===== src/rtl/rpot_pkg.sv =====
package rpot_pkg;

   localparam int PortCountDefault = 16;
   localparam int TimeW = 48;
   localparam int LenW = 32;
   localparam int BwW = 40;
   localparam int HopW = 32;
   localparam int ProdW = 62;   // 32-bit length times 1e9 fits in 62 bits
   localparam int CsrIdxW = 2;
   localparam int CsrDataW = 40;
   localparam int QueueDepth = 2;

   localparam logic [29:0] NsPerSec = 30'd1000000000;
   localparam logic [TimeW-1:0] Max48 = {TimeW{1'b1}};

   localparam logic [CsrIdxW-1:0] CSR_AGGREGATOR = 2'd0;
   localparam logic [CsrIdxW-1:0] CSR_HOP_DELAY = 2'd1;
   localparam logic [CsrIdxW-1:0] CSR_BANDWIDTH = 2'd2;

   localparam logic [1:0] DISP_FORWARD = 2'd0;
   localparam logic [1:0] DISP_DEFER = 2'd1;
   localparam logic [1:0] DISP_AGGREGATE = 2'd2;

   typedef struct packed {
      logic [3:0] arrival_port;
      logic [3:0] exit_port;
      logic [31:0] length_bytes;
      logic [47:0] now_time;
      logic is_local;
      logic [15:0] tally_events_in;
      logic [47:0] tally_time_in;
   } req_type;

   typedef struct packed {
      logic [1:0] disposition;
      logic [3:0] target_port;
      logic [47:0] send_delay;
      logic [15:0] tally_events_out;
      logic [47:0] tally_time_out;
   } rsp_type;

   // front-end classification handed to the back end
   typedef struct packed {
      req_type req;
      logic aggregate;
   } job_type;

   typedef enum logic [1:0] {
      ST_IDLE,
      ST_MULT,
      ST_DIV,
      ST_FINISH
   } back_state_type;

   function automatic logic [TimeW-1:0] sat_add48(input logic [TimeW-1:0] a,
                                                  input logic [TimeW-1:0] b);
      logic [TimeW:0] s;
      s = {1'b0, a} + {1'b0, b};
      return s[TimeW] ? Max48 : s[TimeW-1:0];
   endfunction

   function automatic logic [15:0] sat_inc16(input logic [15:0] v);
      return (v == 16'hFFFF) ? v : v + 16'd1;
   endfunction

endpackage


===== src/rtl/rpot_front.sv =====
module rpot_front
   import rpot_pkg::*;
(
   input  logic clock,
   input  logic reset,
   input  logic req_push,
   output logic req_full,
   input  req_type req_data,
   input  logic agg_mode,
   output logic job_valid,
   input  logic job_take,
   output job_type job
);

   logic [QueueDepth-1:0] valid_ff, valid_in;
   job_type slot_ff [QueueDepth];
   logic wr_ptr_ff, wr_ptr_in, rd_ptr_ff, rd_ptr_in;
   logic push_ok;

   assign req_full = valid_ff[wr_ptr_ff];
   assign push_ok = req_push && !req_full;
   assign job_valid = valid_ff[rd_ptr_ff];
   assign job = slot_ff[rd_ptr_ff];

   // two-entry queue between front and back
   always_comb begin
      valid_in = valid_ff;
      wr_ptr_in = wr_ptr_ff;
      rd_ptr_in = rd_ptr_ff;
      if (job_take && job_valid) begin
         valid_in[rd_ptr_ff] = 1'b0;
         rd_ptr_in = !rd_ptr_ff;
      end
      if (push_ok) begin
         valid_in[wr_ptr_ff] = 1'b1;
         wr_ptr_in = !wr_ptr_ff;
      end
   end

   always_ff @(posedge clock) begin
      if (reset) begin
         valid_ff <= '0;
         wr_ptr_ff <= 1'b0;
         rd_ptr_ff <= 1'b0;
      end else begin
         valid_ff <= valid_in;
         wr_ptr_ff <= wr_ptr_in;
         rd_ptr_ff <= rd_ptr_in;
      end
   end

   // classify at entry: aggregator pass needs no timing work
   always_ff @(posedge clock) begin
      if (push_ok) begin
         slot_ff[wr_ptr_ff].req <= req_data;
         slot_ff[wr_ptr_ff].aggregate <= agg_mode;
      end
   end

endmodule


===== config.mk =====
export PLATFORM = sky130hd
export DESIGN_NAME = rpot_front
export DESIGN_NICKNAME = d
export VERILOG_FILES = /design/src/rtl/rpot_pkg.sv /design/src/rtl/rpot_front.sv
export SDC_FILE = /design/constraint.sdc
export NUM_CORES = 1
export LEC_CHECK = 0
export ABC_AREA = 0
export BUFFER_PORTS_ARGS = -buffer_cell sky130_fd_sc_hd__buf_2
export CAP_MARGIN = 5
export CORE_MARGIN = 2
export CORE_UTILIZATION = 45
export DETAILED_ROUTE_END_ITERATION = 10
export PLACE_DENSITY = 0.71
export SYNTH_ARGS = -nofsm -noshare
export SYNTH_HDL_FRONTEND = slang
export SYNTH_SLANG_ARGS = --single-unit

===== constraint.sdc =====
create_clock -name clock -period 11.9 [get_ports clock]
set_input_delay 1.785 -clock clock [delete_from_list [all_inputs] [get_ports clock]]
set_output_delay 1.785 -clock clock [all_outputs]
set_load 0.01 [all_outputs]

==> impl_metrics.tcl <==
set metrics [dict create \
    dp.cells 1132 \
    slew_violations 0 \
    drt_iter0_markers 381 \
    grt-ovfl-total 0 \
    crit_family "buffers and inverters" \
    root_buffer "clkbuf_16" \
    cts_resized 0 \
    critPathCaptureType "primary output" \
    yosys.area_share.simple_pct 0.2815 \
    drive_above_1_share_pct 61.86 \
    htreeDepth 1 \
    clk_latency_ns 0.54 \
    place_area_um2 13460 \
    grt_max_degree 74 \
    setup_violations 0 \
    track_usage_pct 15.25 \
    synth.area.mux_share_pct 17.15 \
    routed_wl_um 22200 \
    cp-start-kind "register" \
    portBuffers 313 \
    avgRoutedWirePerCell_um 18.61 \
    dr_total_vias 5815 \
    rows 58 \
    synth_cell_types 17 \
    antenna_left 0 \
    final_nets 993 \
    synthAdderAreaFrac_pct 0 \
    finalCoreUtilization_pct 58.09 \
    coreArea_um2 25180 \
    grt_util_met3_pct 4.949 \
    die_y_um 164.3 \
    cts_buffers 31 \
    yosysWarnings 0 \
    synth_fp_nets 658 \
    critPathRequiredTime_ns 10.12 \
    hold_viol_final 0 \
    syn-cell-area_um2 11560 \
    grt_busiest_layer "met2" \
    mostFrequentLayoutCells "buf_2, edfxtp_1, mux2_2" \
    fp.dieW_um 164.3 \
    clk_path_buf_depth 3 \
    avgViaCountPerCell 4.874 \
    cts.clk_slew.worst_paths_ns 0.06 \
    start_util_pct 45.90 \
    cap_viol_max_count 0 \
    post-cts-setup-buffers 0 \
    relSlewSlack_pct 31.56 \
    p_leak_nw 5.557 \
    stdcell_area_um2 14630 \
    cts_tree "built" \
    antenna_found_initial 6 \
    final_cells 1193 \
    crit_arrival_ns 2.76 \
    synth_compound_area_share_pct 0.4439 \
    worstPathBufferInverterCount 2 \
    grt.met2_usage_pct 25.69 \
    gp_congestion 0.7957 \
    setup-tns-final_ns 0 \
    status "complete, no violations" \
    io_pins 314 \
    layout_commonest_cell "buf_2" \
    drt-pass1-iter-count 7 \
    worstSetupPathType "register to primary output" \
    clock-sinks 313 \
    ys_ff_latch 313 \
    syn2layout_area_growth_pct 26.57 \
    worst_pin_slew_ns 1.027 \
    powerDensity_nw_per_um2 179.2 \
    period_share_pct 38.23 \
    fin_skew_ns 0.004031 \
    grt_first_pass_wirelength_um 31240 \
    ir_drop_mv 0.1152 \
    drc 0 \
    grt_pass1_vias 5820 \
    layout_min_cycle_time_ns 4.549 \
    syn_inst 500 \
    use_met1_pct 18.33 \
    hold_path.class "register to register" \
    avgSynthCellArea_um2 23.11 \
    slowest_stage "buf_4" \
    rsz0062_at_grt "no" \
    dieArea_um2 26980 \
    ctsHoldBuffers 0 \
    hpwlAfterDp_um 14630 \
    synth_top_family_by_area "multiplexers" \
    ys_seq_area_share_pct 80.89 \
    path_cells "buf_4 > mux2_2 > buf_2" \
    cpPeakStageDelay_ns 0.82 \
    worstPathMaxFanout 59 \
    fmaxAchievable_mhz 219.8 \
    synth-xor-area-share_pct 0 \
]
==> final cells by class <==
class / instances / area (um^2)
clock buffer: 37 / 848.3
fill: 1903 / 10550
clock inverter: 21 / 310.3
antenna: 3 / 7.507
multi-input combinational: 168 / 2077
timing repair buffer: 319 / 1612
inverter: 2 / 7.507
tap: 330 / 412.9
sequential: 313 / 9353
==> worst register-to-register path, stage by stage, from the launching register on <==
cell and delay (ns):
dfxtp_1 0.34, nand2b_1 0.21, nor2_4 0.55, buf_4 0.79
==> synth_stat cells <==
cell type,number,share of area [%]
a311oi_1,1,0.076
nand2b_1,1,0.054
o211a_1,1,0.087
a21bo_2,1,0.087
inv_1,2,0.065
a211oi_1,1,0.065
a21oi_1,3,0.13
dfxtp_1,5,0.87
buf_2,9,0.39
nor2b_1,1,0.054
and3b_1,1,0.076
nor2_1,1,0.032
edfxtp_1,308,80
mux2_2,96,9.4
nand3b_1,1,0.065
mux2_4,60,7.8
buf_6,8,0.78
==> sequential cells by signal, indices dropped and copies added (netlist names), named ones only <==
signal and cells:
rd_ptr_ff 1, wr_ptr_ff 1, valid_ff 2, slot_ff 308
==> kinds of logic (layout without fill, tap and decap cells) <==
logic type,after synthesis,after routing
DFF,313,313
other,0,3
buffers and inverters,19,379
muxes,156,156
AOI/OAI and AO/OA,7,7
and+or+nand+nor,5,5
==> final timing paths <==
path	slack [ns]	endpoint	depth (start not counted)	start
hold / removal	0.49	valid_ff[1]	1	rd_ptr_ff
setup reg to reg	9.54	slot_ff[0][137]	3	valid_ff[0]
hold reg to reg	0.49	valid_ff[1]	1	rd_ptr_ff
setup / recovery	7.35	job[24]	3	register
==> layer usage <==
| metal | part of all wire, % | routed length [um] | up-vias |
|---|---|---|---|
| met5 | 0.24 | 54 | - |
| met4 | 2.7 | 593 | 8 |
| met3 | 9.4 | 2084 | 50 |
| met2 | 49 | 10910 | 241 |
| met1 | 39 | 8556 | 2836 |
| li1 | - | - | 2680 |
==> per-stage QoR <==
stage	hold slack [ns]	power [W]	setup slack, ns
2_1_floorplan	0.4570	0.001481	2.986
3_3_place_gp	0.4753	0.001572	7.923
3_5_place_dp	0.4956	0.001579	7.879
4_1_cts	0.4944	0.002653	7.298
5_1_grt	0.5200	0.002716	7.214
6_report	0.4947	0.002621	7.351
==> report_power, final <==
group / internal [W] / switching [W] / leakage (nW)
sequential: 0.00129 / 0.0000198 / 2.91
clock: 0.000679 / 0.000391 / 0.571
combinational: 0.000116 / 0.000126 / 2.08
Note: power is estimated with default switching activity, not from simulation.
