--- config.mk ---
export PLATFORM = sky130hd
export DESIGN_NAME = rpot_back
export DESIGN_NICKNAME = d
export VERILOG_FILES = /design/src/rtl/rpot_pkg.sv /design/src/rtl/rpot_div.sv /design/src/rtl/rpot_back.sv
export SDC_FILE = /design/constraint.sdc
export NUM_CORES = 2
export LEC_CHECK = 0
export BUFFER_PORTS_ARGS = -buffer_cell sky130_fd_sc_hd__buf_2
export CORE_MARGIN = 2
export CORE_UTILIZATION = 42
export CTS_CLUSTER_DIAMETER = 200
export DETAILED_ROUTE_END_ITERATION = 10
export SLEW_MARGIN = 40
export SYNTH_ARGS = -nofsm -noshare
export SYNTH_HDL_FRONTEND = slang
export SYNTH_SLANG_ARGS = --single-unit
--- constraint.sdc ---
create_clock -name clock -period 13.75 [get_ports clock]
set_clock_uncertainty 0.2 [all_clocks]
set_input_delay 1.375 -clock clock [delete_from_list [all_inputs] [get_ports clock]]
set_output_delay 1.375 -clock clock [all_outputs]
set_load 0.01 [all_outputs]
--- src/rtl/rpot_pkg.sv ---
package rpot_pkg;

   localparam int PortCountDefault = 16;
   localparam int TimeW = 48;
   localparam int LenW = 32;
   localparam int BwW = 40;
   localparam int HopW = 32;
   localparam int ProdW = 62;   // 32-bit length times 1e9 fits in 62 bits
   localparam int CsrIdxW = 2;
   localparam int CsrDataW = 40;
   localparam int QueueDepth = 2;

   localparam logic [29:0] NsPerSec = 30'd1000000000;
   localparam logic [TimeW-1:0] Max48 = {TimeW{1'b1}};

   localparam logic [CsrIdxW-1:0] CSR_AGGREGATOR = 2'd0;
   localparam logic [CsrIdxW-1:0] CSR_HOP_DELAY = 2'd1;
   localparam logic [CsrIdxW-1:0] CSR_BANDWIDTH = 2'd2;

   localparam logic [1:0] DISP_FORWARD = 2'd0;
   localparam logic [1:0] DISP_DEFER = 2'd1;
   localparam logic [1:0] DISP_AGGREGATE = 2'd2;

   typedef struct packed {
      logic [3:0] arrival_port;
      logic [3:0] exit_port;
      logic [31:0] length_bytes;
      logic [47:0] now_time;
      logic is_local;
      logic [15:0] tally_events_in;
      logic [47:0] tally_time_in;
   } req_type;

   typedef struct packed {
      logic [1:0] disposition;
      logic [3:0] target_port;
      logic [47:0] send_delay;
      logic [15:0] tally_events_out;
      logic [47:0] tally_time_out;
   } rsp_type;

   // front-end classification handed to the back end
   typedef struct packed {
      req_type req;
      logic aggregate;
   } job_type;

   typedef enum logic [1:0] {
      ST_IDLE,
      ST_MULT,
      ST_DIV,
      ST_FINISH
   } back_state_type;

   function automatic logic [TimeW-1:0] sat_add48(input logic [TimeW-1:0] a,
                                                  input logic [TimeW-1:0] b);
      logic [TimeW:0] s;
      s = {1'b0, a} + {1'b0, b};
      return s[TimeW] ? Max48 : s[TimeW-1:0];
   endfunction

   function automatic logic [15:0] sat_inc16(input logic [15:0] v);
      return (v == 16'hFFFF) ? v : v + 16'd1;
   endfunction

endpackage

--- src/rtl/rpot_div.sv ---
module rpot_div
   import rpot_pkg::*;
(
   input  logic clock,
   input  logic reset,
   input  logic start,
   input  logic [ProdW-1:0] dividend,
   input  logic [BwW-1:0] divisor,
   output logic busy,
   output logic [ProdW-1:0] quotient
);

   logic [ProdW-1:0] quo_ff, quo_in;
   logic [BwW-1:0] rem_ff, rem_in;
   logic [BwW-1:0] dvs_ff, dvs_in;
   logic [6:0] cnt_ff, cnt_in;
   logic [BwW:0] trial;

   assign busy = cnt_ff != 7'd0;
   assign quotient = quo_ff;

   // restoring division, one quotient bit per cycle
   always_comb begin
      quo_in = quo_ff;
      rem_in = rem_ff;
      dvs_in = dvs_ff;
      cnt_in = cnt_ff;
      trial = {rem_ff, quo_ff[ProdW-1]};
      if (start) begin
         quo_in = dividend;
         rem_in = '0;
         dvs_in = divisor;
         cnt_in = 7'(ProdW);
      end else if (busy) begin
         if (trial >= {1'b0, dvs_ff}) begin
            rem_in = BwW'(trial - {1'b0, dvs_ff});
            quo_in = {quo_ff[ProdW-2:0], 1'b1};
         end else begin
            rem_in = trial[BwW-1:0];
            quo_in = {quo_ff[ProdW-2:0], 1'b0};
         end
         cnt_in = cnt_ff - 7'd1;
      end
   end

   always_ff @(posedge clock) begin
      if (reset) begin
         cnt_ff <= '0;
      end else begin
         cnt_ff <= cnt_in;
      end
      quo_ff <= quo_in;
      rem_ff <= rem_in;
      dvs_ff <= dvs_in;
   end

endmodule

--- src/rtl/rpot_back.sv ---
module rpot_back
   import rpot_pkg::*;
#(
   parameter int PORT_COUNT = PortCountDefault
)(
   input  logic clock,
   input  logic reset,
   input  logic job_valid,
   output logic job_take,
   input  job_type job,
   input  logic [HopW-1:0] router_lat,
   input  logic [BwW-1:0] bandwidth,
   output logic rsp_empty,
   input  logic rsp_pop,
   output rsp_type rsp_data
);

   localparam int PW = (PORT_COUNT > 1) ? $clog2(PORT_COUNT) : 1;

   back_state_type state_ff, state_in;
   job_type cur_ff, cur_in;
   logic [ProdW-1:0] prod_ff, prod_in;
   logic [PW-1:0] ip_ff, ip_in, op_ff, op_in;
   logic [TimeW-1:0] blocked_ff, blocked_in;
   logic [15:0] tev_ff, tev_in;
   logic [TimeW-1:0] ttm_ff, ttm_in;
   logic rsp_valid_ff, rsp_valid_in;
   rsp_type rsp_ff, rsp_in;

   logic [TimeW-1:0] input_free_at_ff [PORT_COUNT];
   logic [TimeW-1:0] output_free_at_ff [PORT_COUNT];
   logic [31:0] accepted_per_port_ff [PORT_COUNT];
   logic [31:0] sent_per_port_ff [PORT_COUNT];
   logic [31:0] message_total_ff, local_message_total_ff;
   logic [31:0] input_stall_events_ff, output_stall_events_ff;
   logic [TimeW-1:0] input_stall_time_ff, output_stall_time_ff, total_router_delay_ff;

   logic div_start, div_busy;
   logic [ProdW-1:0] quotient;
   logic [TimeW-1:0] link, t_base, in_free, out_free, hop48;
   logic [PW-1:0] ip_n, op_n;
   logic take_defer, do_update;
   logic [TimeW-1:0] wait_t, blk_t;

   // fold a 4-bit port field onto the port range (constant lookup)
   function automatic logic [PW-1:0] port_index(input logic [3:0] v);
      logic [PW-1:0] r;
      r = '0;
      for (int i = 0; i < 16; i++) begin
         if (v == 4'(i)) r = PW'(i % PORT_COUNT);
      end
      return r;
   endfunction

   rpot_div u_div (
      .clock(clock), .reset(reset), .start(div_start),
      .dividend(prod_ff), .divisor(bandwidth),
      .busy(div_busy), .quotient(quotient)
   );

   assign ip_n = port_index(job.req.arrival_port);
   assign op_n = port_index(job.req.exit_port);
   assign in_free = input_free_at_ff[ip_n];
   assign out_free = output_free_at_ff[op_n];
   assign wait_t = in_free - job.req.now_time;
   assign blk_t = out_free - job.req.now_time;
   assign hop48 = TimeW'(router_lat);
   assign link = (bandwidth == '0 || quotient[ProdW-1:TimeW] != '0) ? Max48
                                                                      : quotient[TimeW-1:0];
   assign t_base = sat_add48(cur_ff.req.now_time, blocked_ff);
   assign rsp_empty = !rsp_valid_ff;
   assign rsp_data = rsp_ff;

   // sequencer: accept job; answer aggregator or deferred jobs directly, else multiply, divide, commit
   always_comb begin
      state_in = state_ff;
      cur_in = cur_ff;
      prod_in = prod_ff;
      ip_in = ip_ff;
      op_in = op_ff;
      blocked_in = blocked_ff;
      tev_in = tev_ff;
      ttm_in = ttm_ff;
      rsp_valid_in = rsp_valid_ff;
      rsp_in = rsp_ff;
      job_take = 1'b0;
      div_start = 1'b0;
      take_defer = 1'b0;
      do_update = 1'b0;
      if (rsp_pop && rsp_valid_ff) begin
         rsp_valid_in = 1'b0;
      end
      unique case (state_ff)
         ST_IDLE: begin
            if (job_valid && (!rsp_valid_ff || rsp_pop)) begin
               job_take = 1'b1;
               rsp_valid_in = 1'b1;
               if (job.aggregate) begin
                  rsp_in.disposition = DISP_AGGREGATE;
                  rsp_in.target_port = 4'(op_n);
                  rsp_in.send_delay = '0;
                  rsp_in.tally_events_out = job.req.tally_events_in;
                  rsp_in.tally_time_out = job.req.tally_time_in;
               end else if (in_free > job.req.now_time) begin
                  take_defer = 1'b1;
                  rsp_in.disposition = DISP_DEFER;
                  rsp_in.target_port = 4'(ip_n);
                  rsp_in.send_delay = wait_t;
                  rsp_in.tally_events_out = sat_inc16(job.req.tally_events_in);
                  rsp_in.tally_time_out = sat_add48(job.req.tally_time_in, wait_t);
               end else begin
                  rsp_valid_in = 1'b0;
                  cur_in = job;
                  ip_in = ip_n;
                  op_in = op_n;
                  if (out_free > job.req.now_time) begin
                     blocked_in = blk_t;
                     tev_in = sat_inc16(job.req.tally_events_in);
                     ttm_in = sat_add48(job.req.tally_time_in, blk_t);
                  end else begin
                     blocked_in = '0;
                     tev_in = job.req.tally_events_in;
                     ttm_in = job.req.tally_time_in;
                  end
                  state_in = ST_MULT;
               end
            end
         end
         ST_MULT: begin
            prod_in = ProdW'(cur_ff.req.length_bytes) * ProdW'(NsPerSec);
            state_in = ST_DIV;
         end
         ST_DIV: begin
            div_start = 1'b1;
            state_in = ST_FINISH;
         end
         ST_FINISH: begin
            if (!div_busy && !rsp_valid_ff) begin
               do_update = 1'b1;
               rsp_valid_in = 1'b1;
               rsp_in.disposition = DISP_FORWARD;
               rsp_in.target_port = 4'(op_ff);
               rsp_in.send_delay = sat_add48(hop48, blocked_ff);
               rsp_in.tally_events_out = tev_ff;
               rsp_in.tally_time_out = ttm_ff;
               state_in = ST_IDLE;
            end
         end
         default: state_in = ST_IDLE;
      endcase
   end

   always_ff @(posedge clock) begin
      if (reset) begin
         state_ff <= ST_IDLE;
         rsp_valid_ff <= 1'b0;
      end else begin
         state_ff <= state_in;
         rsp_valid_ff <= rsp_valid_in;
      end
      cur_ff <= cur_in;
      prod_ff <= prod_in;
      ip_ff <= ip_in;
      op_ff <= op_in;
      blocked_ff <= blocked_in;
      tev_ff <= tev_in;
      ttm_ff <= ttm_in;
      rsp_ff <= rsp_in;
   end

   // port timing and statistics
   always_ff @(posedge clock) begin
      if (reset) begin
         for (int i = 0; i < PORT_COUNT; i++) begin
            input_free_at_ff[i] <= '0;
            output_free_at_ff[i] <= '0;
            accepted_per_port_ff[i] <= '0;
            sent_per_port_ff[i] <= '0;
         end
         message_total_ff <= '0;
         local_message_total_ff <= '0;
         input_stall_events_ff <= '0;
         output_stall_events_ff <= '0;
         input_stall_time_ff <= '0;
         output_stall_time_ff <= '0;
         total_router_delay_ff <= '0;
      end else begin
         if (take_defer) begin
            input_stall_events_ff <= input_stall_events_ff + 32'd1;
            input_stall_time_ff <= sat_add48(input_stall_time_ff, wait_t);
         end
         if (do_update) begin
            accepted_per_port_ff[ip_ff] <= accepted_per_port_ff[ip_ff] + 32'd1;
            sent_per_port_ff[op_ff] <= sent_per_port_ff[op_ff] + 32'd1;
            message_total_ff <= message_total_ff + 32'd1;
            if (cur_ff.req.is_local) begin
               local_message_total_ff <= local_message_total_ff + 32'd1;
            end
            if (blocked_ff != '0) begin
               output_stall_events_ff <= output_stall_events_ff + 32'd1;
               output_stall_time_ff <= sat_add48(output_stall_time_ff, blocked_ff);
            end
            total_router_delay_ff <= sat_add48(total_router_delay_ff,
                                               sat_add48(ttm_ff, hop48));
            output_free_at_ff[op_ff] <= sat_add48(sat_add48(t_base, hop48), link);
            input_free_at_ff[ip_ff] <= sat_add48(t_base, link);
         end
      end
   end

   // a result is never overwritten while it waits
   assert property (@(posedge clock) disable iff (reset)
      rsp_valid_ff && !rsp_pop |=> rsp_valid_ff && $stable(rsp_ff))
      else $error("pending result changed");
   // commit only happens once the divider is done
   assert property (@(posedge clock) disable iff (reset)
      do_update |-> !div_busy && state_ff == ST_FINISH)
      else $error("commit during divide");
   // a job is taken only from idle
   assert property (@(posedge clock) disable iff (reset)
      job_take |-> state_ff == ST_IDLE && job_valid)
      else $error("job taken while busy");

endmodule

==> impl_metrics.yaml <==
layout:
  areaGrowthSynthToFinish_pct: 11.1
  nNetsFinal: 11900
  fillerInstances: 26400
  layout-drive-gt1-share: 0.155
  ff_latch_area_um2: 61300
  multiInputGateArea_um2: 58100
power_and_ir_drop:
  p_leak_nw: 55.0
  vdd_ir_drop_max_v: 0.000684
  power.density_nw_per_um2: 279
clock_network:
  cts-htree-levels: 4
  post_cts_resize_count: 0
  clk_root_buffer_cell: "sky130_fd_sc_hd__clkbuf_16"
  tritoncts_clock_tree: "built"
  hold_buffers: 0
  worst_setup_hold_path_clk_slew_ps: 70
  clock_sink_count: 2059
  cts_post_setup_buffers_inserted: 0
  tritoncts.num_buffers: 226
  clk-insertion-delay-late_ps: 930
  clock_tree.buffer_depth: 4
synthesis:
  prevailing_post_synth_register_cell: "sky130_fd_sc_hd__edfxtp_1"
  post_synthesis_register_bit_count: 2059
  synth.net_count: 11700
  synth_cell_types: 113
  synthesis.instances: 10500
  post_synth_edffs: 2009
  post_synth_instance_area_um2: 124000
  yosys_warnings: 0
  synthesis.area_per_instance_um2: 11.8
  synth_sequential_area_ratio: 0.496
  ys_async_sr_fraction: 0
place:
  finalWeightedCongestion: 0.974
  dp_slack_ps: 1890
  dp_hpwl_um: 288000
  port_buffers: 348
setup_path:
  critical_path.slowest_cell: "sky130_fd_sc_hd__buf_4"
  worst-path-max-fanout: 38
  setup.worst_path.start: "blocked_ff[5]$_SDFFCE_PP0P_"
  worstSetupStartpointType: "flip-flop"
  criticalPathCategory: "reg2reg"
  signal_arrival_time_at_the_worst_endpoint_ps: 12480
  r2r_cells: 38
  worst-endpoint-required_ps: 14280
  worst_setup_path_end_kind: "flip-flop"
  regToRegStartpoint: "blocked_ff[5]$_SDFFCE_PP0P_"
  rrSetupSlack_ps: 1800
  crit_path_max_incr_delay_ps: 640
routing:
  met3RoutedLength_um: 39300
  wl_met1_um: 169000
  route.vias.total: 86900
  antenna_violating_nets_post_route: 0
  route.final.wire_length_um: 417000
  remaining_drc_errors: 0
  firstDrtPassIters: 6
  wl_met2_um: 190000
  routed.top_layer: "met5"
  detail_route.wl_per_cell_um: 28.4
  average_via_count_per_standard_cell: 5.90
  drtIter0Drc: 10200
sta:
  hold_violations: 0
  maxSlewHeadroom: 0.351
  post-route-min-period_ps: 11950
  setup_total_negative_slack_ps: 0
  unrepaired_setup_endpoints_after_global_routing: "no"
  worst-slew-pin-transition_ps: 967
  clock.fmax_mhz: 83.7
  slew_violations: 0
  min_period_over_period: 0.869
  finalWorstSetupSlack_ps: 1800
  setup_failing_eps_final: 0
grt:
  grt_first_pass_wirelength_um: 600000
  number_of_antenna_violations_at_the_first_check_in_global_routing: 42
  gr-total-overflow: 0
  first_global_vias: 86000
  grt_usage: 0.274
  grt_start_max_net_pins: 134
floorplan:
  core_um2: 293000
  die-area_um2: 299000
  boundaryPins: 350
  start_util: 0.421
  std_cell_rows: 199
  chipHeight_um: 546
  floorplan.die.width_um: 546
run:
  max_cap_viol_count: 0
outcome:
  result_of_the_run: "finished clean"
worst_hold_path:
  hp-start: "prod_ff[25]$_DFFE_PN_"
  hold_path_depth: 1
  min-delay-path-class: "reg2reg"
cells in the mapped netlist (58+ instances only):
cell,n,area share
sky130_fd_sc_hd__buf_2,107,0.0043
sky130_fd_sc_hd__a21oi_1,545,0.022
sky130_fd_sc_hd__and3_1,96,0.0049
sky130_fd_sc_hd__fa_1,322,0.052
sky130_fd_sc_hd__nor2b_1,69,0.0035
sky130_fd_sc_hd__and2_1,58,0.0029
sky130_fd_sc_hd__o21a_1,66,0.0040
sky130_fd_sc_hd__xnor2_1,277,0.020
sky130_fd_sc_hd__mux2_2,60,0.0055
sky130_fd_sc_hd__nand3_1,130,0.0053
sky130_fd_sc_hd__mux4_2,480,0.087
sky130_fd_sc_hd__clkbuf_1,378,0.011
sky130_fd_sc_hd__inv_1,699,0.021
sky130_fd_sc_hd__a31oi_1,60,0.0030
sky130_fd_sc_hd__nand2_1,578,0.018
sky130_fd_sc_hd__o21ai_0,324,0.013
sky130_fd_sc_hd__xor2_1,170,0.012
sky130_fd_sc_hd__nand2b_1,67,0.0034
sky130_fd_sc_hd__ha_1,718,0.073
sky130_fd_sc_hd__nor2_1,1865,0.057
sky130_fd_sc_hd__edfxtp_1,2009,0.49
sky130_fd_sc_hd__nand4_1,66,0.0033
sky130_fd_sc_hd__a21o_1,291,0.018
sky130_fd_sc_hd__o21bai_1,82,0.0050
sky130_fd_sc_hd__a211oi_1,63,0.0038
sky130_fd_sc_hd__nor3_1,87,0.0035
routing by layer:
metal	GRT usage	vias up
li1	-	38200
met1	0.374	43900
met2	0.430	4088
met3	0.0532	651
met4	0.109	14
met5	0	-
flip-flops by register name (all words and copies together), names as in the netlist:
signal and cells:
blocked_ff 48, cur_ff 80, input_free_at_ff 768, ip_ff 4
op_ff 4, output_free_at_ff 768, prod_ff 53, rsp_data 118
rsp_valid_ff 1, state_ff 2, tev_ff 16, ttm_ff 48
u_div.cnt_ff 7, u_div.dvs_ff 40, u_div.quotient 62, u_div.rem_ff 40
worst max-delay path: cells and delay by family (launching register included):
kind                       cells  cell delay (ps)
AOI/OAI and AO/OA             16             4780
and+or+nand+nor               15             3780
adders and majority gates      4             1450
buffers and inverters          3             1150
DFF                            1              390
cells by family (layout without fill, tap and decap cells):
| kind of cell | Yosys count | count (layout) | synth area share |
|---|---|---|---|
| compound gates | 1822 | 1822 | 0.0957 |
| xor+xnor | 447 | 447 | 0.0317 |
| fa+ha+maj | 1040 | 1040 | 0.125 |
| buf+inv | 1253 | 1579 | 0.0398 |
| flops | 2059 | 2059 | 0.496 |
| mux | 564 | 564 | 0.0949 |
| other cells | 0 | 12 | 0 |
| simple gates | 3278 | 3278 | 0.117 |
per-stage QoR:
step	cells	area (um^2)	power [mW]	util	hold slack (ps)
after floorplan	10500	124000	26.2	-	245
after global placement	14300	129000	31.8	0.441	260
after detailed placement	14300	130000	32.1	0.443	264
after CTS	14700	137000	38.2	0.467	263
after global routing	14700	137000	41.5	0.468	298
final	14700	137000	38.3	0.468	258
final cells by class:
class | instances | area share
repair buffers | 476 | 0.0224
clock inverters | 129 | 0.00943
clock buffers | 273 | 0.0432
multi-input cells | 7151 | 0.423
well taps | 3919 | 0.0357
diodes | 12 | 0.000219
flip-flops and latches | 2059 | 0.447
inverters | 701 | 0.0192
placed cells by master, fill, tap and decap left out, drive strengths merged, types with 292 or more instances in the layout:
master,instances
fa,322
nor2,1954
buf,474
o21ai,349
a21oi,554
ha,718
nand2,579
edfxtp,2009
inv,709
a21o,292
mux4,480
power breakdown:
part           internal (mW)  switching, mW
clock                   3.48           2.57
sequential              8.59          0.369
combinational           9.22           14.0
path summary, 6_finish.rpt:
kind / end
worst max-delay path: output_free_at_ff[13][4]$_SDFFCE_PN0P_
worst min-delay path: u_div.quotient[25]$_DFFE_PP_
worst max register to register: output_free_at_ff[13][4]$_SDFFCE_PN0P_
worst min register to register: u_div.quotient[25]$_DFFE_PP_
Note: power is estimated with default switching activity, not from simulation.
